$ cat src/rtl/core/tfp_pkg.sv
package tfp_pkg;

  localparam int BYTE_W     = 8;
  localparam int IN_TDATA_W = 8;
  localparam int OUT_USER_W = 2;
  localparam int OUT_DATA_W = 160;

  localparam logic [BYTE_W-1:0] HDR0 = 8'h57;
  localparam logic [BYTE_W-1:0] HDR1 = 8'h00;
  localparam logic [BYTE_W-1:0] HDR2 = 8'hFF;

  localparam logic OP_BYTE = 1'b0;
  localparam logic OP_TICK = 1'b1;

  localparam int POS_ID     = 3;
  localparam int POS_TIME0  = 4;
  localparam int POS_DIST0  = 8;
  localparam int POS_STATUS = 11;
  localparam int POS_STR0   = 12;

  localparam int MAXD_W     = 23;
  localparam int TMO_W      = 16;
  localparam int AGE_W      = 16;
  localparam int CFG_ADDR_W = 1;
  localparam int CFG_DATA_W = 23;

  localparam logic [CFG_ADDR_W-1:0] REG_MAX_DIST = 1'd0;
  localparam logic [CFG_ADDR_W-1:0] REG_TIMEOUT  = 1'd1;

  localparam logic [MAXD_W-1:0] MAXD_RST = 23'd5000;
  localparam logic [TMO_W-1:0]  TMO_RST  = 16'd250;
  localparam logic [AGE_W-1:0]  AGE_TOP  = 16'hFFFF;

  typedef logic [1:0] cmd_kind_t;
  localparam cmd_kind_t CMD_BYTE = 2'd0;
  localparam cmd_kind_t CMD_TICK = 2'd1;
  localparam cmd_kind_t CMD_GOOD = 2'd2;
  localparam cmd_kind_t CMD_BAD  = 2'd3;

  typedef logic [1:0] frame_event_t;
  localparam frame_event_t EV_NONE = 2'd0;
  localparam frame_event_t EV_GOOD = 2'd1;
  localparam frame_event_t EV_BAD  = 2'd2;

  typedef struct packed {
    cmd_kind_t          kind;
    logic [7:0]         sensor_id;
    logic [31:0]        sensor_time;
    logic signed [23:0] distance;
    logic [7:0]         status;
    logic [15:0]        strength;
  } frame_cmd_t;

endpackage

$ cat src/rtl/core/tfp_front.sv
module tfp_front #(
  parameter int FRAME_LENGTH = 16
) (
  input  logic                         clk,
  input  logic                         rst_n,
  input  logic                         accept,
  input  logic                         operation,
  input  logic [tfp_pkg::BYTE_W-1:0]   data_byte,
  output logic                         push,
  output tfp_pkg::frame_cmd_t          cmd
);
  import tfp_pkg::*;

  localparam int POS_W = $clog2(FRAME_LENGTH);
  localparam logic [POS_W-1:0] LAST_POS = POS_W'(FRAME_LENGTH - 1);

  logic [POS_W-1:0]  pos_r, pos_nxt;
  logic [BYTE_W-1:0] sum_r, sum_nxt;
  logic [7:0]        id_r;
  logic [31:0]       time_r;
  logic [23:0]       dist_r;
  logic [7:0]        status_r;
  logic [15:0]       str_r;
  cmd_kind_t         kind;
  logic              restart;

  always_comb begin
    pos_nxt = pos_r;
    sum_nxt = sum_r;
    kind    = CMD_BYTE;
    restart = 1'b0;
    if (operation == OP_TICK) begin
      kind = CMD_TICK;
    end else begin
      unique case (pos_r)
        POS_W'(0): begin
          restart = 1'b1;
        end
        POS_W'(1): begin
          if (data_byte == HDR1) begin
            pos_nxt = POS_W'(2);
            sum_nxt = sum_r + data_byte;
          end else begin
            restart = 1'b1;
          end
        end
        POS_W'(2): begin
          if (data_byte == HDR2) begin
            pos_nxt = POS_W'(3);
            sum_nxt = sum_r + data_byte;
          end else begin
            restart = 1'b1;
          end
        end
        default: begin
          if (pos_r == LAST_POS) begin
            kind    = (sum_r == data_byte) ? CMD_GOOD : CMD_BAD;
            pos_nxt = '0;
            sum_nxt = '0;
          end else begin
            pos_nxt = pos_r + POS_W'(1);
            sum_nxt = sum_r + data_byte;
          end
        end
      endcase
      if (restart) begin
        if (data_byte == HDR0) begin
          pos_nxt = POS_W'(1);
          sum_nxt = data_byte;
        end else begin
          pos_nxt = '0;
          sum_nxt = '0;
        end
      end
    end
  end

  always_ff @(posedge clk) begin
    if (!rst_n) begin
      pos_r <= '0;
      sum_r <= '0;
    end else if (accept) begin
      pos_r <= pos_nxt;
      sum_r <= sum_nxt;
    end
  end

  // The payload bytes land in their fields as they arrive.
  always_ff @(posedge clk) begin
    if (accept && operation == OP_BYTE) begin
      case (pos_r)
        POS_W'(POS_ID):        id_r          <= data_byte;
        POS_W'(POS_TIME0):     time_r[7:0]   <= data_byte;
        POS_W'(POS_TIME0 + 1): time_r[15:8]  <= data_byte;
        POS_W'(POS_TIME0 + 2): time_r[23:16] <= data_byte;
        POS_W'(POS_TIME0 + 3): time_r[31:24] <= data_byte;
        POS_W'(POS_DIST0):     dist_r[7:0]   <= data_byte;
        POS_W'(POS_DIST0 + 1): dist_r[15:8]  <= data_byte;
        POS_W'(POS_DIST0 + 2): dist_r[23:16] <= data_byte;
        POS_W'(POS_STATUS):    status_r      <= data_byte;
        POS_W'(POS_STR0):      str_r[7:0]    <= data_byte;
        POS_W'(POS_STR0 + 1):  str_r[15:8]   <= data_byte;
        default: ;
      endcase
    end
  end

  assign push             = accept;
  assign cmd.kind         = kind;
  assign cmd.sensor_id    = id_r;
  assign cmd.sensor_time  = time_r;
  assign cmd.distance     = dist_r;
  assign cmd.status       = status_r;
  assign cmd.strength     = str_r;

endmodule

$ cat src/rtl/core/tfp_cmd_queue.sv
module tfp_cmd_queue (
  input  logic                clk,
  input  logic                rst_n,
  input  logic                push,
  input  tfp_pkg::frame_cmd_t push_cmd,
  output logic                full,
  input  logic                pop,
  output logic                not_empty,
  output tfp_pkg::frame_cmd_t pop_cmd
);
  import tfp_pkg::*;

  frame_cmd_t slot_r [2];
  logic       wr_ptr_r, rd_ptr_r;
  logic [1:0] count_r, count_nxt;

  always_comb begin
    count_nxt = count_r;
    if (push && !pop) begin
      count_nxt = count_r + 2'd1;
    end else if (pop && !push) begin
      count_nxt = count_r - 2'd1;
    end
  end

  always_ff @(posedge clk) begin
    if (!rst_n) begin
      wr_ptr_r <= 1'b0;
      rd_ptr_r <= 1'b0;
      count_r  <= '0;
    end else begin
      if (push) begin
        wr_ptr_r <= ~wr_ptr_r;
      end
      if (pop) begin
        rd_ptr_r <= ~rd_ptr_r;
      end
      count_r <= count_nxt;
    end
  end

  always_ff @(posedge clk) begin
    if (push) begin
      slot_r[wr_ptr_r] <= push_cmd;
    end
  end

  assign full      = count_r[1];
  assign not_empty = (count_r != 2'd0);
  assign pop_cmd   = slot_r[rd_ptr_r];

endmodule

$ cat src/rtl/core/tfp_back.sv
module tfp_back (
  input  logic                              clk,
  input  logic                              rst_n,
  input  logic                              cfg_we,
  input  logic [tfp_pkg::CFG_ADDR_W-1:0]    cfg_addr,
  input  logic [tfp_pkg::CFG_DATA_W-1:0]    cfg_wdata,
  input  logic                              cmd_valid,
  input  tfp_pkg::frame_cmd_t               cmd,
  output logic                              cmd_pop,
  output logic                              out_tvalid,
  input  logic                              out_tready,
  output logic [tfp_pkg::OUT_DATA_W-1:0]    out_tdata,
  output logic [tfp_pkg::OUT_USER_W-1:0]    out_tuser
);
  import tfp_pkg::*;

  logic [MAXD_W-1:0]  max_dist_r;
  logic [TMO_W-1:0]   timeout_r;
  logic               out_valid_r;
  frame_event_t       event_r, event_nxt;
  logic [7:0]         id_r;
  logic [31:0]        time_r;
  logic signed [23:0] dist_r;
  logic [7:0]         status_r;
  logic [15:0]        str_r;
  logic               valid_r, valid_nxt;
  logic [31:0]        good_r;
  logic [31:0]        bad_r;
  logic [AGE_W-1:0]   age_r, age_nxt;
  logic               stale_r, stale_nxt;
  logic               in_range;

  always_ff @(posedge clk) begin
    if (!rst_n) begin
      max_dist_r <= MAXD_RST;
      timeout_r  <= TMO_RST;
    end else if (cfg_we) begin
      case (cfg_addr)
        REG_MAX_DIST: max_dist_r <= cfg_wdata[MAXD_W-1:0];
        REG_TIMEOUT:  timeout_r  <= cfg_wdata[TMO_W-1:0];
        default: ;
      endcase
    end
  end

  assign cmd_pop  = cmd_valid && (!out_valid_r || out_tready);
  assign in_range = !cmd.distance[23] && (cmd.distance[22:0] <= max_dist_r) &&
                    (cmd.strength != 16'd0);

  always_comb begin
    age_nxt   = age_r;
    valid_nxt = valid_r;
    event_nxt = EV_NONE;
    unique case (cmd.kind)
      CMD_TICK: begin
        if (age_r != AGE_TOP) begin
          age_nxt = age_r + AGE_W'(1);
        end
      end
      CMD_GOOD: begin
        age_nxt   = '0;
        valid_nxt = in_range;
        event_nxt = EV_GOOD;
      end
      CMD_BAD: begin
        event_nxt = EV_BAD;
      end
      default: ;
    endcase
    stale_nxt = (age_nxt > timeout_r);
    if (stale_nxt) begin
      valid_nxt = 1'b0;
    end
  end

  always_ff @(posedge clk) begin
    if (!rst_n) begin
      out_valid_r <= 1'b0;
      event_r     <= EV_NONE;
      id_r        <= '0;
      time_r      <= '0;
      dist_r      <= '0;
      status_r    <= '0;
      str_r       <= '0;
      valid_r     <= 1'b0;
      good_r      <= '0;
      bad_r       <= '0;
      age_r       <= AGE_TOP;
      stale_r     <= 1'b0;
    end else begin
      if (cmd_pop) begin
        out_valid_r <= 1'b1;
      end else if (out_tready) begin
        out_valid_r <= 1'b0;
      end
      if (cmd_pop) begin
        event_r <= event_nxt;
        valid_r <= valid_nxt;
        age_r   <= age_nxt;
        stale_r <= stale_nxt;
        if (cmd.kind == CMD_GOOD) begin
          id_r     <= cmd.sensor_id;
          time_r   <= cmd.sensor_time;
          dist_r   <= cmd.distance;
          status_r <= cmd.status;
          str_r    <= cmd.strength;
          good_r   <= good_r + 32'd1;
        end
        if (cmd.kind == CMD_BAD) begin
          bad_r <= bad_r + 32'd1;
        end
      end
    end
  end

  assign out_tvalid = out_valid_r;
  assign out_tuser  = event_r;
  assign out_tdata  = {6'd0, stale_r, bad_r, good_r, valid_r, str_r, status_r,
                       dist_r, time_r, id_r};

  a_good_clears_age: assert property (@(posedge clk) disable iff (!rst_n)
    cmd_pop && cmd.kind == CMD_GOOD |=> age_r == '0 && event_r == EV_GOOD)
    else $error("good frame did not restart the data age");

  a_valid_not_stale: assert property (@(posedge clk) disable iff (!rst_n)
    out_valid_r |-> !(valid_r && stale_r))
    else $error("distance marked valid while data is stale");

  a_bad_counts: assert property (@(posedge clk) disable iff (!rst_n)
    cmd_pop && cmd.kind == CMD_BAD |=> bad_r == $past(bad_r) + 32'd1 &&
    good_r == $past(good_r))
    else $error("checksum error not counted exactly once");

  a_result_holds: assert property (@(posedge clk) disable iff (!rst_n)
    out_valid_r && !out_tready |=> $stable(good_r) && $stable(age_r))
    else $error("state changed while a result was waiting");

endmodule

$ cat src/rtl/core/tof_frame_parser_top.sv
// Time-of-flight sensor frame parser. Each input word is a received UART byte
// or a one-millisecond tick, and every input word yields exactly one result
// word carrying the frame event and the fields of the last good frame. The
// block sustains one word per clock cycle in both directions while out_tready
// stays high; a result word passes through the command queue and then the
// output register. The front parser tracks the header, byte position and a
// running checksum, a two-entry queue holds its commands, and the back end
// updates counters, data age and the valid flag into the output register.
// Configuration writes are expected only while no word is in flight.
module tof_frame_parser_top #(
  parameter int FRAME_LENGTH = 16
) (
  input  logic                              clk,
  input  logic                              rst_n,
  input  logic                              in_tvalid,
  output logic                              in_tready,
  input  logic [tfp_pkg::IN_TDATA_W-1:0]    in_tdata,   // data_byte
  input  logic                              in_tuser,   // operation
  output logic                              out_tvalid,
  input  logic                              out_tready,
  // sensor_id, sensor_time, distance_mm, status byte, signal_strength,
  // distance_valid, frames_good, frames_bad, data_stale, zero fill
  output logic [tfp_pkg::OUT_DATA_W-1:0]    out_tdata,
  output logic [tfp_pkg::OUT_USER_W-1:0]    out_tuser,  // frame_event
  input  logic                              cfg_we,
  input  logic [tfp_pkg::CFG_ADDR_W-1:0]    cfg_addr,
  input  logic [tfp_pkg::CFG_DATA_W-1:0]    cfg_wdata
);
  import tfp_pkg::*;

  logic       accept;
  logic       push;
  logic       full;
  logic       pop;
  logic       not_empty;
  frame_cmd_t push_cmd;
  frame_cmd_t pop_cmd;

  assign in_tready = !full;
  assign accept    = in_tvalid && in_tready;

  tfp_front #(
    .FRAME_LENGTH(FRAME_LENGTH)
  ) u_front (
    .clk       (clk),
    .rst_n     (rst_n),
    .accept    (accept),
    .operation (in_tuser),
    .data_byte (in_tdata),
    .push      (push),
    .cmd       (push_cmd)
  );

  tfp_cmd_queue u_queue (
    .clk       (clk),
    .rst_n     (rst_n),
    .push      (push),
    .push_cmd  (push_cmd),
    .full      (full),
    .pop       (pop),
    .not_empty (not_empty),
    .pop_cmd   (pop_cmd)
  );

  tfp_back u_back (
    .clk        (clk),
    .rst_n      (rst_n),
    .cfg_we     (cfg_we),
    .cfg_addr   (cfg_addr),
    .cfg_wdata  (cfg_wdata),
    .cmd_valid  (not_empty),
    .cmd        (pop_cmd),
    .cmd_pop    (pop),
    .out_tvalid (out_tvalid),
    .out_tready (out_tready),
    .out_tdata  (out_tdata),
    .out_tuser  (out_tuser)
  );

endmodule

$ cat config.mk
export PLATFORM = sky130hd
export DESIGN_NAME = tof_frame_parser_top
export DESIGN_NICKNAME = d
export VERILOG_FILES = /design/src/rtl/core/tfp_pkg.sv /design/src/rtl/core/tfp_front.sv /design/src/rtl/core/tfp_cmd_queue.sv /design/src/rtl/core/tfp_back.sv /design/src/rtl/core/tof_frame_parser_top.sv
export SDC_FILE = /design/constraint.sdc
export NUM_CORES = 1
export LEC_CHECK = 0
export BUFFER_PORTS_ARGS = -buffer_cell sky130_fd_sc_hd__buf_4
export CORE_UTILIZATION = 35
export CTS_BUF_LIST = sky130_fd_sc_hd__clkbuf_16
export CTS_CLUSTER_DIAMETER = 80
export DETAILED_ROUTE_END_ITERATION = 7
export PLACE_DENSITY = 0.59
export SLEW_MARGIN = 0
export SYNTH_ARGS = -nofsm -noshare
export SYNTH_HDL_FRONTEND = slang
export SYNTH_SLANG_ARGS = --single-unit
$ cat constraint.sdc
create_clock -name clk -period 11.99 [get_ports clk]
set_input_delay 0.5995 -clock clk [delete_from_list [all_inputs] [get_ports clk]]
set_output_delay 0.5995 -clock clk [all_outputs]
set_load 0.01 [all_outputs]
==> impl_metrics.tcl <==
set metrics [dict create \
    drive_gt1_share_pct 17.5 \
    cts_resized 0 \
    dp_hpwl_mm 30.3 \
    grt_pass1_wl_mm 70.9 \
    path_clk_slew_ps 60 \
    yosysSeqAreaShare_pct 63.6 \
    worstMarginPinSlew_ps 1160 \
    rr_endpoint "u_back.stale_r" \
    max_cap_violations 0 \
    synth_ff_type "edfxtp_1" \
    r2r_slack_ps 8110 \
    synth_area_per_cell_sq_um 12.1 \
    place.port_buffers 195 \
    num_vias 12940 \
    synth_seq_cells 497 \
    seq_area_sq_um 12600 \
    rows 86 \
    min_period_ps 3880 \
    required_ps 12470 \
    ioPinCount 202 \
    ys_warn_count 0 \
    cts_root_buf "clkbuf_16" \
    core_sq_um 55500 \
    rsz0062_at_grt "false" \
    path_depth 13 \
    holdWs_ps 263 \
    worst-path-buf-inv 1 \
    p_leak_uw 0.00860 \
    final_core_util_pct 42.6 \
    cp_max_fo 35 \
    die_h_um 240 \
    drtIter0Drc 915 \
    multi_input_area_sq_um 6670 \
    firstDrtPassIters 5 \
    finalWirelength_mm 46.8 \
    nFillCells 5264 \
    place_congestion 0.807 \
    cts_made_buffers 53 \
    finalSetupViolations 0 \
    status "complete, no violations" \
    post-place-ws_ps 8100 \
    postCtsHoldBufs 0 \
    path_cells "mux2i_1 > inv_1 > ha_1 > a211oi_4 > nand4_1 > xor2_1 > nor2_1 > ha_1 > a21oi_1 > o21ai_0 > o311ai_0 > a21boi_0 > a31o_2" \
    track_usage_pct 16.0 \
    start_util_pct 35.8 \
    synth_edf_count 268 \
    reg2reg_depth 13 \
    hold_viol_final 0 \
    timing.final.crit_share_pct 32.4 \
    fin_skew_ps 16.9 \
    dieArea_sq_um 57700 \
    crit_path_end "u_back.stale_r" \
    route.detailed.drc 0 \
    fin_setup_tns_ps 0 \
    critPathKind "reg2reg" \
    slowest_delay_ps 680 \
    overflow 0 \
    synth_cell_type_count 67 \
    ant_nets 0 \
    fin_ws_ps 8110 \
    relSlewSlack_pct 22.2 \
    path_delay_family "compound AO/OA/AOI/OAI gates" \
    crit_top_cell "ha_1" \
    critPathArrivalTime_ps 4360 \
    cp-end-kind "register" \
    start_kind "register" \
    drv_slew 0 \
    cts_sinks 497 \
    die_w_um 240 \
    hold_path_class "in2reg" \
    n_antenna_cell 0 \
    crit_slowest_cell "dfxtp_4" \
    cts.htree.levels 2 \
    area_growth_pct 19.0 \
    clockBufferDepth 3 \
    final_cell_mix "edfxtp_1 (268), dfxtp_1 (228), buf_4 (205), nor2_1 (202), nand2_1 (130)" \
    cts_setup_buffers 0 \
    nets 1922 \
    worstHoldStart "cfg_wdata[21]" \
    synthesis.area_sq_um 19900 \
    fmax_mhz 258 \
    clock_latency_ps 600 \
    cts_tree "built" \
    antenna_found_initial 2 \
    vias_per_cell 4.94 \
    vdd_drop_max_mv 0.107 \
    wire_per_inst_um 17.9 \
    grt_max_degree 116 \
    grt_pass1_vias 12509 \
    async_reset_ff_share_pct 0 \
    final_common_cell "edfxtp_1" \
    power_density_nw_per_um2 204 \
    synth_cells 1642 \
]
## power breakdown
| group | leakage [uW] | switching (uW) | internal (uW) |
|---|---|---|---|
| Combinational | 0.00342 | 691 | 479 |
| Sequential | 0.00433 | 128 | 2000 |
| Clock | 0.000849 | 673 | 850 |
| Total | 0.00860 | 1490 | 3330 |
## worst min-delay path: stages
cell     delay (ps)
buf_4           110
nand2_1          40
a21oi_1          50
## area by class of cell
class                   instances  area share, %
flip-flops and latches        497           53.5
multi-input cells            1008           28.2
repair buffers                205           6.51
clock buffers                  53           5.61
well taps                     748           3.96
clock inverters                46           1.22
inverters                      60          0.974
## worst min path at each step
stage / depth (start not counted) / slack, ps / end
finish: 3 / 260 / u_back.max_dist_r[21]
global route: 3 / 250 / u_back.timeout_r[4]
CTS: 3 / 220 / u_back.max_dist_r[21]
detailed placement: 0 / 430 / u_queue.slot_r[0][63]
global placement: 0 / 420 / u_queue.slot_r[0][26]
floorplan: 0 / 420 / u_queue.slot_r[0][0]
## synthesized netlist by cell type (4+ instances only)
master,instances,area (sq um)
and3_1,16,100
a21o_1,4,30.0
nand3_1,45,225
clkbuf_1,55,206
or3_1,7,43.8
nand2_1,130,488
nor2b_1,4,25.0
and2_1,10,62.6
a221o_1,4,40.0
nand2b_1,6,37.5
inv_1,59,221
a31oi_1,10,62.6
o21ai_0,26,130
xor2_1,49,429
buf_2,14,70.1
ha_1,58,726
buf_4,8,60.1
nor4_1,13,81.3
or4_1,4,30.0
edfxtp_1,268,8050
a211oi_1,69,518
nor3_1,16,80.1
nor2_1,203,762
nand3b_1,4,30.0
a21oi_1,67,335
mux2_2,22,248
and4_1,14,123
dfxtp_1,229,4580
o311ai_0,6,52.6
or2_2,4,25.0
buf_1,4,15.0
xnor2_1,29,254
nand4_1,27,169
mux2i_1,93,931
o211ai_1,14,105
## registers in the layout, indices dropped and copies added (netlist names), 23 cells and up, named ones only
register	flops
u_queue.slot_r	180
u_back.bad_r	32
u_back.good_r	32
u_back.time_r	32
u_front.time_r	32
u_back.dist_r	24
u_front.dist_r	24
u_back.max_dist_r	23
## cell families after synthesis
logic type	count (synthesis)	share of synthesized area [%]
AOI/OAI and AO/OA	229	7.66
buffers and inverters	142	2.96
other	1	0.0189
and+or+nand+nor	521	12.6
adders and majority gates	59	3.76
muxes	115	5.94
xor gates and xnor gates	78	3.44
DFF	497	63.6
## metal layers
layer,share of wire [%],track usage (%)
met1,43,20.3
met2,48,26.7
met3,6.0,3.52
met4,2.7,5.46
met5,0,0
## stage by stage
step                power [uW]  instances  instance area (sq um)
floorplan                 2960       1647                  19900
global placement          3310       2518                  22000
detailed placement        3340       2518                  22000
CTS                       4880       2617                  23600
global route              5090       2617                  23600
finish                    4820       2617                  23600
No activity file was read; power rests on OpenSTA's default activity.
